--- config.mk ---
export PLATFORM = sky130hd
export DESIGN_NAME = gha_ctrl
export DESIGN_NICKNAME = d
export VERILOG_FILES = /design/src/hw/rtl/generational_handle_allocator_core_macros.svh /design/src/hw/rtl/gha_pkg.sv /design/src/hw/rtl/gha_ctrl.sv
export SDC_FILE = /design/constraint.sdc
export NUM_CORES = 1
export LEC_CHECK = 0
export BUFFER_PORTS_ARGS = -buffer_cell sky130_fd_sc_hd__buf_2
export CORE_AREA = 2 2 42 44
export DETAILED_ROUTE_END_ITERATION = 6
export DIE_AREA = 0 0 44 46
export SKIP_CTS_REPAIR_TIMING = 1
export SYNTH_ARGS = -nofsm -noshare
export SYNTH_HDL_FRONTEND = slang
export SYNTH_SLANG_ARGS = --single-unit
--- constraint.sdc ---
create_clock -name i_clk -period 1.1 [get_ports i_clk]
set_input_delay 0.275 -clock i_clk [delete_from_list [all_inputs] [get_ports i_clk]]
set_output_delay 0.275 -clock i_clk [all_outputs]
set_load 0.005 [all_outputs]
--- src/hw/rtl/generational_handle_allocator_core_macros.svh ---
// Assertion macros for the generational handle allocator.
// Used by the top level; relies on i_clk and i_rst_n being in scope.
`ifndef GENERATIONAL_HANDLE_ALLOCATOR_CORE_MACROS_SVH
`define GENERATIONAL_HANDLE_ALLOCATOR_CORE_MACROS_SVH

// Combinational invariant, checked every clock outside reset.
`define GHA_ASSERT(lbl, cond, msg) \
    lbl: assert property (@(posedge i_clk) disable iff (!i_rst_n) (cond)) else $error(msg);

// Trigger in one cycle implies consequence in the next.
`define GHA_ASSERT_NEXT(lbl, trig, cons, msg) \
    lbl: assert property (@(posedge i_clk) disable iff (!i_rst_n) (trig) |=> (cons)) \
        else $error(msg);

`endif

--- src/hw/rtl/gha_pkg.sv ---
// Package for the generational handle allocator: request/response types,
// controller state, command and status structs. No dependencies.
package gha_pkg;

    localparam int IDX_IN_W  = 16;
    localparam int GEN_IN_W  = 16;
    localparam int RCNT_W    = 5;
    localparam int IDX_OUT_W = 10;
    localparam int GEN_OUT_W = 16;

    typedef enum logic [2:0] {
        FUNC_CREATE   = 3'd0,
        FUNC_RESERVE  = 3'd1,
        FUNC_COMMIT   = 3'd2,
        FUNC_RANGE    = 3'd3,
        FUNC_DESTROY  = 3'd4,
        FUNC_IS_ALIVE = 3'd5,
        FUNC_GET      = 3'd6,
        FUNC_CLEAR    = 3'd7
    } t_func;

    typedef enum logic [1:0] {
        ST_FINE   = 2'd0,
        ST_BUDGET = 2'd1,
        ST_STALE  = 2'd2
    } t_status;

    typedef struct packed {
        t_func                 func;
        logic                  handle_valid;
        logic [IDX_IN_W-1:0]   slot_index;
        logic [GEN_IN_W-1:0]   slot_generation;
        logic [RCNT_W-1:0]     range_count;
    } t_req;

    typedef struct packed {
        logic                  ok;
        t_status               status;
        logic                  out_valid;
        logic [IDX_OUT_W-1:0]  out_index;
        logic [GEN_OUT_W-1:0]  out_generation;
        logic                  last;
    } t_rsp;

    typedef enum logic [3:0] {
        S_INIT,
        S_IDLE,
        S_POP,
        S_EXEC,
        S_RRD,
        S_RWR,
        S_CRD,
        S_CWR,
        S_CDONE
    } t_state;

    typedef struct packed {
        logic accept;
        logic pop;
        logic exec;
        logic rng_rd;
        logic rng_wr;
        logic clr_rd;
        logic clr_wr;
        logic clr_done;
        logic init_wr;
    } t_cmd;

    typedef struct packed {
        logic init_last;
        logic pop_needed;
        logic out_free;
        logic range_go;
        logic clear_go;
        logic range_last;
        logic sweep_last;
    } t_sts;

endpackage

--- src/hw/rtl/gha_ctrl.sv ---
// Controller state machine of the handle allocator.
// Depends on gha_pkg; drives t_cmd to gha_dpath, reads t_sts back.
module gha_ctrl
    import gha_pkg::*;
(
    input  logic i_clk,
    input  logic i_rst_n,
    input  logic i_in_valid,
    input  t_sts i_sts,
    output t_cmd o_cmd,
    output logic o_in_ready
);

    t_state r_state, n_state;

    always_ff @(posedge i_clk) begin
        if (!i_rst_n) begin
            r_state <= S_INIT;
        end else begin
            r_state <= n_state;
        end
    end

    always_comb begin
        n_state = r_state;
        unique case (r_state)
            S_INIT:  if (i_sts.init_last) n_state = S_IDLE;
            S_IDLE:  if (i_in_valid) n_state = i_sts.pop_needed ? S_POP : S_EXEC;
            S_POP:   n_state = S_EXEC;
            S_EXEC: begin
                if (i_sts.out_free) begin
                    priority if (i_sts.range_go) n_state = S_RRD;
                    else if (i_sts.clear_go)     n_state = S_CRD;
                    else                         n_state = S_IDLE;
                end
            end
            S_RRD:   n_state = S_RWR;
            S_RWR:   if (i_sts.out_free) n_state = i_sts.range_last ? S_IDLE : S_RRD;
            S_CRD:   n_state = S_CWR;
            S_CWR:   n_state = i_sts.sweep_last ? S_CDONE : S_CRD;
            S_CDONE: if (i_sts.out_free) n_state = S_IDLE;
            default: n_state = S_INIT;
        endcase
    end

    always_comb begin
        o_cmd          = '0;
        o_in_ready     = (r_state == S_IDLE);
        o_cmd.accept   = (r_state == S_IDLE) && i_in_valid;
        o_cmd.pop      = (r_state == S_POP);
        o_cmd.exec     = (r_state == S_EXEC) && i_sts.out_free;
        o_cmd.rng_rd   = (r_state == S_RRD);
        o_cmd.rng_wr   = (r_state == S_RWR) && i_sts.out_free;
        o_cmd.clr_rd   = (r_state == S_CRD);
        o_cmd.clr_wr   = (r_state == S_CWR);
        o_cmd.clr_done = (r_state == S_CDONE) && i_sts.out_free;
        o_cmd.init_wr  = (r_state == S_INIT);
    end

endmodule

==> results by group, run 1 <==
Global route
  – Gr ovfl total: 0
  – Vias in the first global route: roughly 500
  – Initial antenna violation count: 0
  – First-pass GRT wire length: around 2200 um
  – Largest net degree at the start of global routing: 13
  – GRT Util Overall: ~14%

Route
  – Antenna Violating Nets Remaining: 0
  – Met2 wire length: 809 um
  – 1st-pass router iterations: 4
  – 1st-iter DRT viols: 16
  – DRC: 0
  – M1 WL: about 690 um
  – Post-DR wirelength/cell: around 13 um
  – Routed WL: roughly 1600 um
  – DR vias/cell: between 5 and 6
  – Vias: between 600 and 700
  – Max layer used: met3
  – Met3 WL: between 80 and 90 um

Timing
  – Final min period: ~1400 ps
  – Final period utilization: 129%
  – Final WS setup: -323 ps
  – Setup total negative slack: -3250 ps
  – Final Hold Viols: 0
  – F_max: about 700 MHz
  – Final setup viols: 14
  – Rel. slew slack: between 80% and 90%
  – Slew @ Worst Pin: just under 300 ps
  – Final Skew: roughly 1.9 ps
  – RSZ-0062 raised after global routing: yes
  – Pins Over Slew Limit: 0

Synthesis
  – Synthesized area: between 500 and 600 sq um
  – Cell taking the most area after synthesis: dfxtp_1
  – Seq/Total Area, Yosys: 15.7%
  – Synth Warn #: 0
  – Cells after Synth: 63
  – Synth top area share: between 10% and 20%
  – Syn_nets: 73
  – Syn Area/Cell: ~8.1 sq um
  – Number of enable flip-flop cells after synthesis: 0
  – Register bit count reported by yosys: 4
  – Top cells by area, synth: dfxtp_1 16%, buf_6 8.8%, nand2b_1 4.9%
  – Distinct cells, synth: 36
  – Share of synthesized registers carrying an async set or reset: 0%
  – Synth Flop Type: dfxtp_1

Power
  – Internal cell power: 0.712 mW
  – Combinational share of power: 64.8%
  – Seq pwr share: a little under a fifth
  – Clk pwr share: between 10% and 20%
  – LEAKAGE: between 0.4 and 0.5 nW
  – Overall Power: around 1.1 mW
  – Maximum vdd drop: approximately 530 uV
  – Power per Cell Area: approximately 1200 nW/um^2
  – Switching Power: 0.403 mW
  – Sw Share: 36.1%

Die
  – Initial Utilization: 31.6%
  – Num rows: 15
  – I/O pin total: 20
  – Die ar.: roughly 2000 sq um
  – Die Ht: around 46 um
  – Total core area: between 1500 and 2000 sq um
  – Die width: about 44 um

Critical path
  – CP cell instances: and4bb_1 -> and2_1 -> buf_2
  – Max incr delay on CP: about 370 ps
  – Register-to-Register Setup Slack: -170 ps
  – CP delay by family, top: simple AND/OR/NAND/NOR gates
  – Crit end category: primary output
  – Setup crit start kind: flip-flop
  – CP Buf/Inv Count: 1
  – CP max FO: 8
  – Slowest cell on the critical path: dfxtp_4
  – WS Path Type: flip-flop to primary output
  – Worst Path Arrival: roughly 1200 ps
  – Worst path required time: about 820 ps

Finish
  – Area Growth Syn to Fin: 82.3%
  – Largest register by flop count: r_state
  – Finished Layout Cells: between 100 and 150
  – Max reg flops: 4
  – Layout cell share with drive strength beyond 1: about 70%
  – Inserted Diodes: 0
  – Final nets: roughly 120
  – Final core utilization: a little under three fifths
  – Largest regs: r_state x4

Outcome
  – Run status: complete, but fails checks
  – Failing checks: setup timing

Clocking
  – Clock buffer depth: 2
  – CTS sink cnt: 4
  – Clock transition at path regs: 40 ps
  – CTS buffer count: 3
  – Clock root cell: clkbuf_4
  – CTS H-Tree Depth: 1
  – Clk_lat worst skew: 230 ps
  – CTS tree: built

Run
  – Max cap viols: 0

Placed design
  – IO buf count: 19
  – Routability cong.: between 0.7 and 0.8
  – Detailed Place HPWL: 1060 um
  – Pre-CTS WS: -263 ps
  – Placed Cells: 110

Hold path
  – Worst min path class: input port to flip-flop
## synth_stat cells, drive strengths merged (2+ instances only)
cell,instances
a21oi,3
and2,2
and4b,2
buf,6
dfxtp,4
nand2,6
nand2b,5
nand3,2
nor2,5
nor2b,2
nor3,3
nor4,2
o21ai,3
## placed cells by master (no fill, tap or decap), drive strengths merged
cell | Yosys | final
and2 | 2 | 2
a21boi | 1 | 1
o221ai | 1 | 1
a31oi | 1 | 1
a21oi | 3 | 3
mux2i | 1 | 1
nor2 | 5 | 5
o211ai | 1 | 1
and4b | 2 | 2
nand2b | 5 | 5
and4bb | 1 | 1
clkbuf | 0 | 4
nor3 | 3 | 3
a311oi | 1 | 1
dfxtp | 4 | 4
o21ai | 3 | 3
and3 | 1 | 1
nand3 | 2 | 2
xnor2 | 1 | 1
mux2 | 1 | 1
o22ai | 1 | 1
a211oi | 1 | 1
o31a | 1 | 1
nor2b | 2 | 2
inv | 1 | 1
o41ai | 1 | 1
a21bo | 1 | 1
buf | 6 | 45
o21a | 1 | 1
nand2 | 6 | 6
nor4 | 2 | 2
nand4 | 1 | 1
## kinds of logic after synthesis
group           synth area share [%]
flops                           15.7
buf+inv                         12.0
xor+xnor                        1.72
compound gates                  29.5
simple gates                    36.9
mux                             4.18
## area by class of cell
type	instances	area, sq um
fill	129	686
multi-input combinational	52	464
timing repair buffer	46	322
sequential	4	95.1
clock buffer	3	22.5
tap	17	21.3
inverter	1	3.75
## per-layer routing
layer,global-route usage (%),up-vias
li1,-,318
met1,18.1,296
met2,24.7,27
met3,4.76,0
met4,0,0
met5,0,-
## through the flow
stage / area [sq um] / hold WS [ps]
after floorplan: 541 / 403
after global placement: 727 / 583
after detailed placement: 727 / 575
after CTS: 749 / 331
after global routing: 928 / 342
final: 928 / 339
## power groups by stage
stage / sequential [mW] / combinational (mW) / clock, mW
after floorplan: 0.185 / 0.387 / 0
after global placement: 0.232 / 0.482 / 0
after detailed placement: 0.234 / 0.487 / 0
after CTS: 0.231 / 0.489 / 0.188
after global routing: 0.212 / 0.780 / 0.200
final: 0.212 / 0.723 / 0.180
## worst paths after layout
kind	to	startpoint	cells past startpoint
setup / recovery	o_cmd[6]	r_state[2]	3
hold / removal	r_state[3]	i_rst_n	2
setup reg to reg	r_state[0]	r_state[1]	5
hold reg to reg	r_state[2]	r_state[2]	3
Note: power is estimated with default switching activity, not from simulation.
==> run 2, diff against run 1 <==
--- a/config.mk
+++ b/config.mk
@@ -5,10 +5,11 @@
 export SDC_FILE = /design/constraint.sdc
 export NUM_CORES = 1
 export LEC_CHECK = 0
+export ABC_AREA = 1
 export BUFFER_PORTS_ARGS = -buffer_cell sky130_fd_sc_hd__buf_2
-export CORE_AREA = 2 2 42 44
+export CORE_AREA = 2 2 39 41
 export DETAILED_ROUTE_END_ITERATION = 6
-export DIE_AREA = 0 0 44 46
+export DIE_AREA = 0 0 41 43
 export SKIP_CTS_REPAIR_TIMING = 1
 export SYNTH_ARGS = -nofsm -noshare
 export SYNTH_HDL_FRONTEND = slang
==> results by group, run 2 <==
Die
  – Total core area: about 1400 sq um
  – Die ar.: approximately 1800 sq um
  – Die width: around 41 um
  – I/O pin total: 20
  – Initial Utilization: 30.9%
  – Num rows: 14
  – Die Ht: roughly 43 um

Clocking
  – CTS sink cnt: 4
  – Clock buffer depth: 2
  – Clock root cell: clkbuf_4
  – CTS buffer count: 3
  – CTS H-Tree Depth: 1
  – Clock transition at path regs: about 40 ps
  – Clk_lat worst skew: about 230 ps
  – CTS tree: built

Critical path
  – Worst Setup EP: o_cmd[7]
  – Crit path from: r_state[3]
  – R2r endpoint: r_state[2]
  – Crit end category: primary output
  – RR Startpoint: r_state[3]
  – CP cell instances: nor2_4 -> nand3_1 -> inv_1 -> buf_2
  – Reg2reg path depth: 8
  – Max incr delay on CP: around 360 ps
  – Worst path required time: approximately 800 ps
  – Slowest cell on the critical path: dfxtp_4
  – Number of cells on the critical path: 4
  – Register-to-Register Setup Slack: -210 ps
  – CP max FO: 6
  – CP delay by family, top: flip-flops
  – WS Path Type: flip-flop to primary output
  – Worst Path Arrival: 1100 ps
  – CP Buf/Inv Count: 2
  – Setup crit start kind: flip-flop

Finish
  – Final nets: 120
  – Layout cell share with drive strength beyond 1: 53.7%
  – Leading cell types in the layout, fill and taps excluded: 19 x buf_2, 12 x nand2_1, 11 x inv_1, 11 x buf_4, 10 x nor2_1
  – Finished Layout Cells: 124
  – Max reg flops: 4
  – Largest register by flop count: r_state
  – Final core utilization: roughly half
  – Largest regs: r_state x4
  – Commonest non-fill, non-tap cell in the layout: buf_2
  – Area Growth Syn to Fin: 62.9%
  – Inserted Diodes: 0

Synthesis
  – Synth Flop Type: dfxtp_1
  – Register bit count reported by yosys: 4
  – Distinct cells, synth: 18
  – Synthesized area: 428 sq um
  – Share of synthesized registers carrying an async set or reset: 0%
  – Syn_nets: 84
  – Synth Warn #: 0
  – Top cells by area, synth: dfxtp_1 19%, inv_1 12%, nand2_1 12%
  – Synth top area share: a little under a fifth
  – Cells after Synth: 74
  – Cell taking the most area after synthesis: dfxtp_1
  – Post-synth top cells: 14 x inv_1, 14 x nand2_1, 12 x nor2_1, 5 x a21oi_1, 5 x nand3_1
  – Seq/Total Area, Yosys: a little under a fifth
  – Number of enable flip-flop cells after synthesis: 0
  – Syn Area/Cell: between 5 and 6 sq um

Route
  – Antenna Violating Nets Remaining: 0
  – Max layer used: met4
  – DR vias/cell: between 4 and 5
  – Met3 WL: 35 um
  – M1 WL: between 500 and 600 um
  – 1st-pass router iterations: 4
  – Met2 wire length: about 650 um
  – Post-DR wirelength/cell: about 10 um
  – DRC: 0
  – Routed WL: between 1000 and 1500 um
  – 1st-iter DRT viols: 14
  – Vias: 561

Timing
  – Final WS setup: -272 ps
  – Final Hold Viols: 0
  – Final min period: 1370 ps
  – Final period utilization: 125%
  – Final Skew: 2.08 ps
  – F_max: roughly 730 MHz
  – Pins Over Slew Limit: 0
  – Final setup viols: 14
  – Setup total negative slack: -3300 ps
  – Slew @ Worst Pin: roughly 220 ps
  – RSZ-0062 raised after global routing: yes
  – Rel. slew slack: a little under nine tenths

Global route
  – First-pass GRT wire length: 1890 um
  – Initial antenna violation count: 0
  – Largest net degree at the start of global routing: 8
  – Vias in the first global route: between 400 and 500
  – GRT Util Overall: 15.6%
  – Gr ovfl total: 0

Outcome
  – Failing checks: setup timing
  – Run status: complete, but fails checks

Placed design
  – Placed Cells: ~120
  – Routability cong.: 0.819
  – IO buf count: 19
  – Detailed Place HPWL: ~980 um

Power
  – Power per Cell Area: 1380 nW/um^2
  – LEAKAGE: 0.385 nW
  – Maximum vdd drop: slightly above 600 uV

Hold path
  – Worst min path class: input port to flip-flop

Run
  – Max cap viols: 0
==> run 2: cell types whose count changed in the layout (fill, tap and decap cells not counted), moves of 4 or more <==
cell | before | now
nor2_1 | 2 | 10
nand2_2 | 0 | 4
buf_4 | 19 | 11
buf_6 | 7 | 1
inv_1 | 0 | 11
nand2_1 | 6 | 12
==> run 2: stage by stage <==
step                      worst slack (ps)  total power, mW  hold slack [ps]  instance area (sq um)
after global placement                -170            0.686              539                    601
final                                 -272            0.964              314                    697
after CTS                             -432            0.875              322                    623
after floorplan                      -1.66            0.481              422                    433
after global routing                  -372             1.05              318                    697
after detailed placement              -173            0.686              545                    601
==> run 2: cells by family (layout without fill, tap and decap cells) <==
group | Yosys count | in the layout | synth area share [%]
compound gates | 9 | 9 | 12.6
flops | 4 | 4 | 18.7
buf+inv | 18 | 52 | 15.8
simple gates | 43 | 43 | 52.9
==> run 2: where the power goes <==
part	internal, mW	total [mW]	switching (mW)
Sequential	0.177	0.224	0.0476
Clock	0.122	0.179	0.0574
Combinational	0.274	0.560	0.286
==> run 2: metal layers <==
| layer | vias to the layer above | global-route usage, % |
|---|---|---|
| li1 | 300 | - |
| met1 | 248 | 20.3 |
| met2 | 11 | 23.1 |
| met3 | 2 | 3.14 |
| met4 | 0 | 8.00 |
| met5 | - | 0 |
==> run 2: how the worst min path moves through the flow <==
| stage | startpoint | endpoint | slack, ps | cells past startpoint |
|---|---|---|---|---|
| detailed placement | r_state[2] | r_state[2] | 540 | 2 |
| global placement | r_state[2] | r_state[2] | 540 | 2 |
| floorplan | i_sts[0] | r_state[3] | 420 | 2 |
| finish | i_sts[0] | r_state[3] | 310 | 3 |
| global route | i_sts[0] | r_state[3] | 320 | 3 |
| CTS | i_rst_n | r_state[2] | 320 | 3 |
==> run 2: layout make-up <==
class                   count  area, sq um
inverters                  18         75.1
fillers                   152          687
clock buffers               3         22.5
well taps                  16         20.0
multi-input cells          52          295
flip-flops and latches      4         95.1
repair buffers             31          189
==> run 2: worst min-delay path: stages <==
cell	delay [ps]
buf_2	110
nand2_1	60
a21oi_1	60
==> run 3, diff against run 2 <==
--- a/config.mk
+++ b/config.mk
@@ -10,7 +10,6 @@
 export CORE_AREA = 2 2 39 41
 export DETAILED_ROUTE_END_ITERATION = 6
 export DIE_AREA = 0 0 41 43
-export SKIP_CTS_REPAIR_TIMING = 1
 export SYNTH_ARGS = -nofsm -noshare
 export SYNTH_HDL_FRONTEND = slang
 export SYNTH_SLANG_ARGS = --single-unit
==> results by group, run 3 (synthesized netlist as in run 2, its figures left out) <==
Timing
  – Hold_ws: slightly above 300 ps
  – Final min period: ~1400 ps
  – Final setup viols: 14
  – Final Hold Viols: 0
  – Slew @ Worst Pin: about 250 ps
  – Pins Over Slew Limit: 0
  – RSZ-0062 raised after global routing: yes
  – Rel. slew slack: 83.4%
  – Final Skew: a little over 2 ps
  – Final WS setup: -275 ps
  – F_max: approximately 730 MHz
  – Final period utilization: 125%

Clocking
  – Clock root cell: clkbuf_4
  – Hold-fix buffer count after cts: 0
  – Clock buffer depth: 2
  – CTS tree: built
  – CTS H-Tree Depth: 1
  – CTS sink cnt: 4
  – Clock transition at path regs: about 40 ps
  – CTS buffer count: 3
  – Clk_lat worst skew: roughly 240 ps

Global route
  – GRT Util Overall: between 15 and 20%
  – Largest net degree at the start of global routing: 8
  – First-pass GRT wire length: a little over 2000 um
  – Gr ovfl total: 0
  – Initial antenna violation count: 0
  – Vias in the first global route: between 500 and 600

Placed design
  – IO buf count: 19
  – Routability cong.: 0.819
  – Detailed Place HPWL: a little under 1000 um

Critical path
  – Slowest cell on the critical path: dfxtp_4
  – Setup crit start kind: flip-flop
  – WS Path Type: flip-flop to primary output
  – Crit end category: primary output
  – Worst Path Arrival: approximately 1100 ps
  – Crit path from: r_state[2]
  – Worst path required time: about 800 ps
  – Max incr delay on CP: ~360 ps
  – CP cell instances: nor2_4 -> nand3_2 -> inv_2 -> buf_2
  – CP max FO: 6
  – RR Startpoint: r_state[1]

Route
  – DR vias/cell: about 4.5
  – 1st-iter DRT viols: 12
  – Post-DR wirelength/cell: just over 10 um
  – DRC: 0
  – Vias: about 570
  – Antenna Violating Nets Remaining: 0
  – Routed WL: roughly 1300 um
  – 1st-pass router iterations: 4

Die
  – I/O pin total: 20
  – Die ar.: 1760 sq um
  – Num rows: 14
  – Total core area: between 1000 and 1500 sq um
  – Initial Utilization: a little under a third
  – Die width: about 41 um
  – Die Ht: approximately 43 um

Finish
  – Area Growth Syn to Fin: 70.8%
  – Final nets: ~120
  – Leading cell types in the layout, fill and taps excluded: 19 x buf_2, 13 x buf_4, 12 x nand2_1
  – Max reg flops: 4
  – Commonest non-fill, non-tap cell in the layout: buf_2
  – Largest register by flop count: r_state
  – # fillers: approximately 140
  – Inserted Diodes: 0
  – Largest regs: r_state x4
  – Final core utilization: 52.8%
  – Layout cell share with drive strength beyond 1: 58.2%

Power
  – Combinational share of power: between 50% and 60%
  – Internal cell power: approximately 0.59 mW
  – Maximum vdd drop: between 600 and 700 uV
  – Power per Cell Area: approximately 1400 nW/um^2
  – Seq pwr share: ~23%
  – Sw Share: approximately 41%
  – LEAKAGE: 0.409 nW
  – Clk pwr share: a little under a fifth
  – Switching Power: 0.406 mW

Outcome
  – Failing checks: setup timing
  – Run status: complete, but fails checks

Hold path
  – Worst min path class: input port to flip-flop
  – Hold_sp: i_sts[0]

Run
  – Max cap viols: 0
## run 3: final cells by class
type                            count  area, sq um  share of cell area [%]
Multi-Input combinational cell     52          315                    43.2
Clock buffer                        3         22.5                    3.08
Inverter                           18         73.8                    10.1
Timing Repair Buffer               33          204                    27.9
Tap cell                           16         20.0                    2.74
Sequential cell                     4         95.1                    13.0
## run 3: metrics by stage
step	power (mW)	instance area, sq um	setup slack [ps]	cells	setup TNS (ps)
after floorplan	0.481	433	-1.66	74	-2.05
after global placement	0.686	601	-170	116	-1360
after detailed placement	0.686	601	-173	116	-1420
after CTS	0.959	703	-289	123	-3330
after global routing	1.08	731	-357	126	-4290
final	0.993	731	-275	126	-3200
## run 3: power groups by stage
stage               Combinational (mW)  Clock, mW  Sequential [mW]
floorplan                        0.277          0            0.204
global placement                 0.478          0            0.209
detailed placement               0.477          0            0.209
CTS                              0.547      0.188            0.223
global route                     0.648      0.201            0.226
finish                           0.583      0.186            0.224
## run 3: metal layers
metal | track usage (%) | vias up | wire, um | share of wire [%]
met2 | 25.9 | 13 | 642 | 50
met3 | 3.14 | 2 | 50 | 3.9
li1 | - | 302 | - | -
met5 | 0 | - | 0 | 0
met4 | 8.00 | 0 | 14 | 1.1
met1 | 20.9 | 250 | 568 | 45
## run 3: path summary, 6_finish.rpt
kind / slack [ps] / depth (start not counted) / to
min reg2reg: 520 / 2 / r_state[3]
max reg2reg: -180 / 8 / r_state[0]
max: -270 / 4 / o_cmd[7]
min: 300 / 3 / r_state[3]
## run 3: worst max-delay path, delay by kind of cell (launching register included)
family	cells	cell delay [ps]
flops	1	360
simple gates	2	340
buf+inv	2	160
## run 3: repair_timing
action                     in CTS  in global routing
gates cloned                    0                  0
setup endpoints to repair      14                 14
setup buffers                   4                  3
pin swaps                      13                  3
resized for setup              23                  1
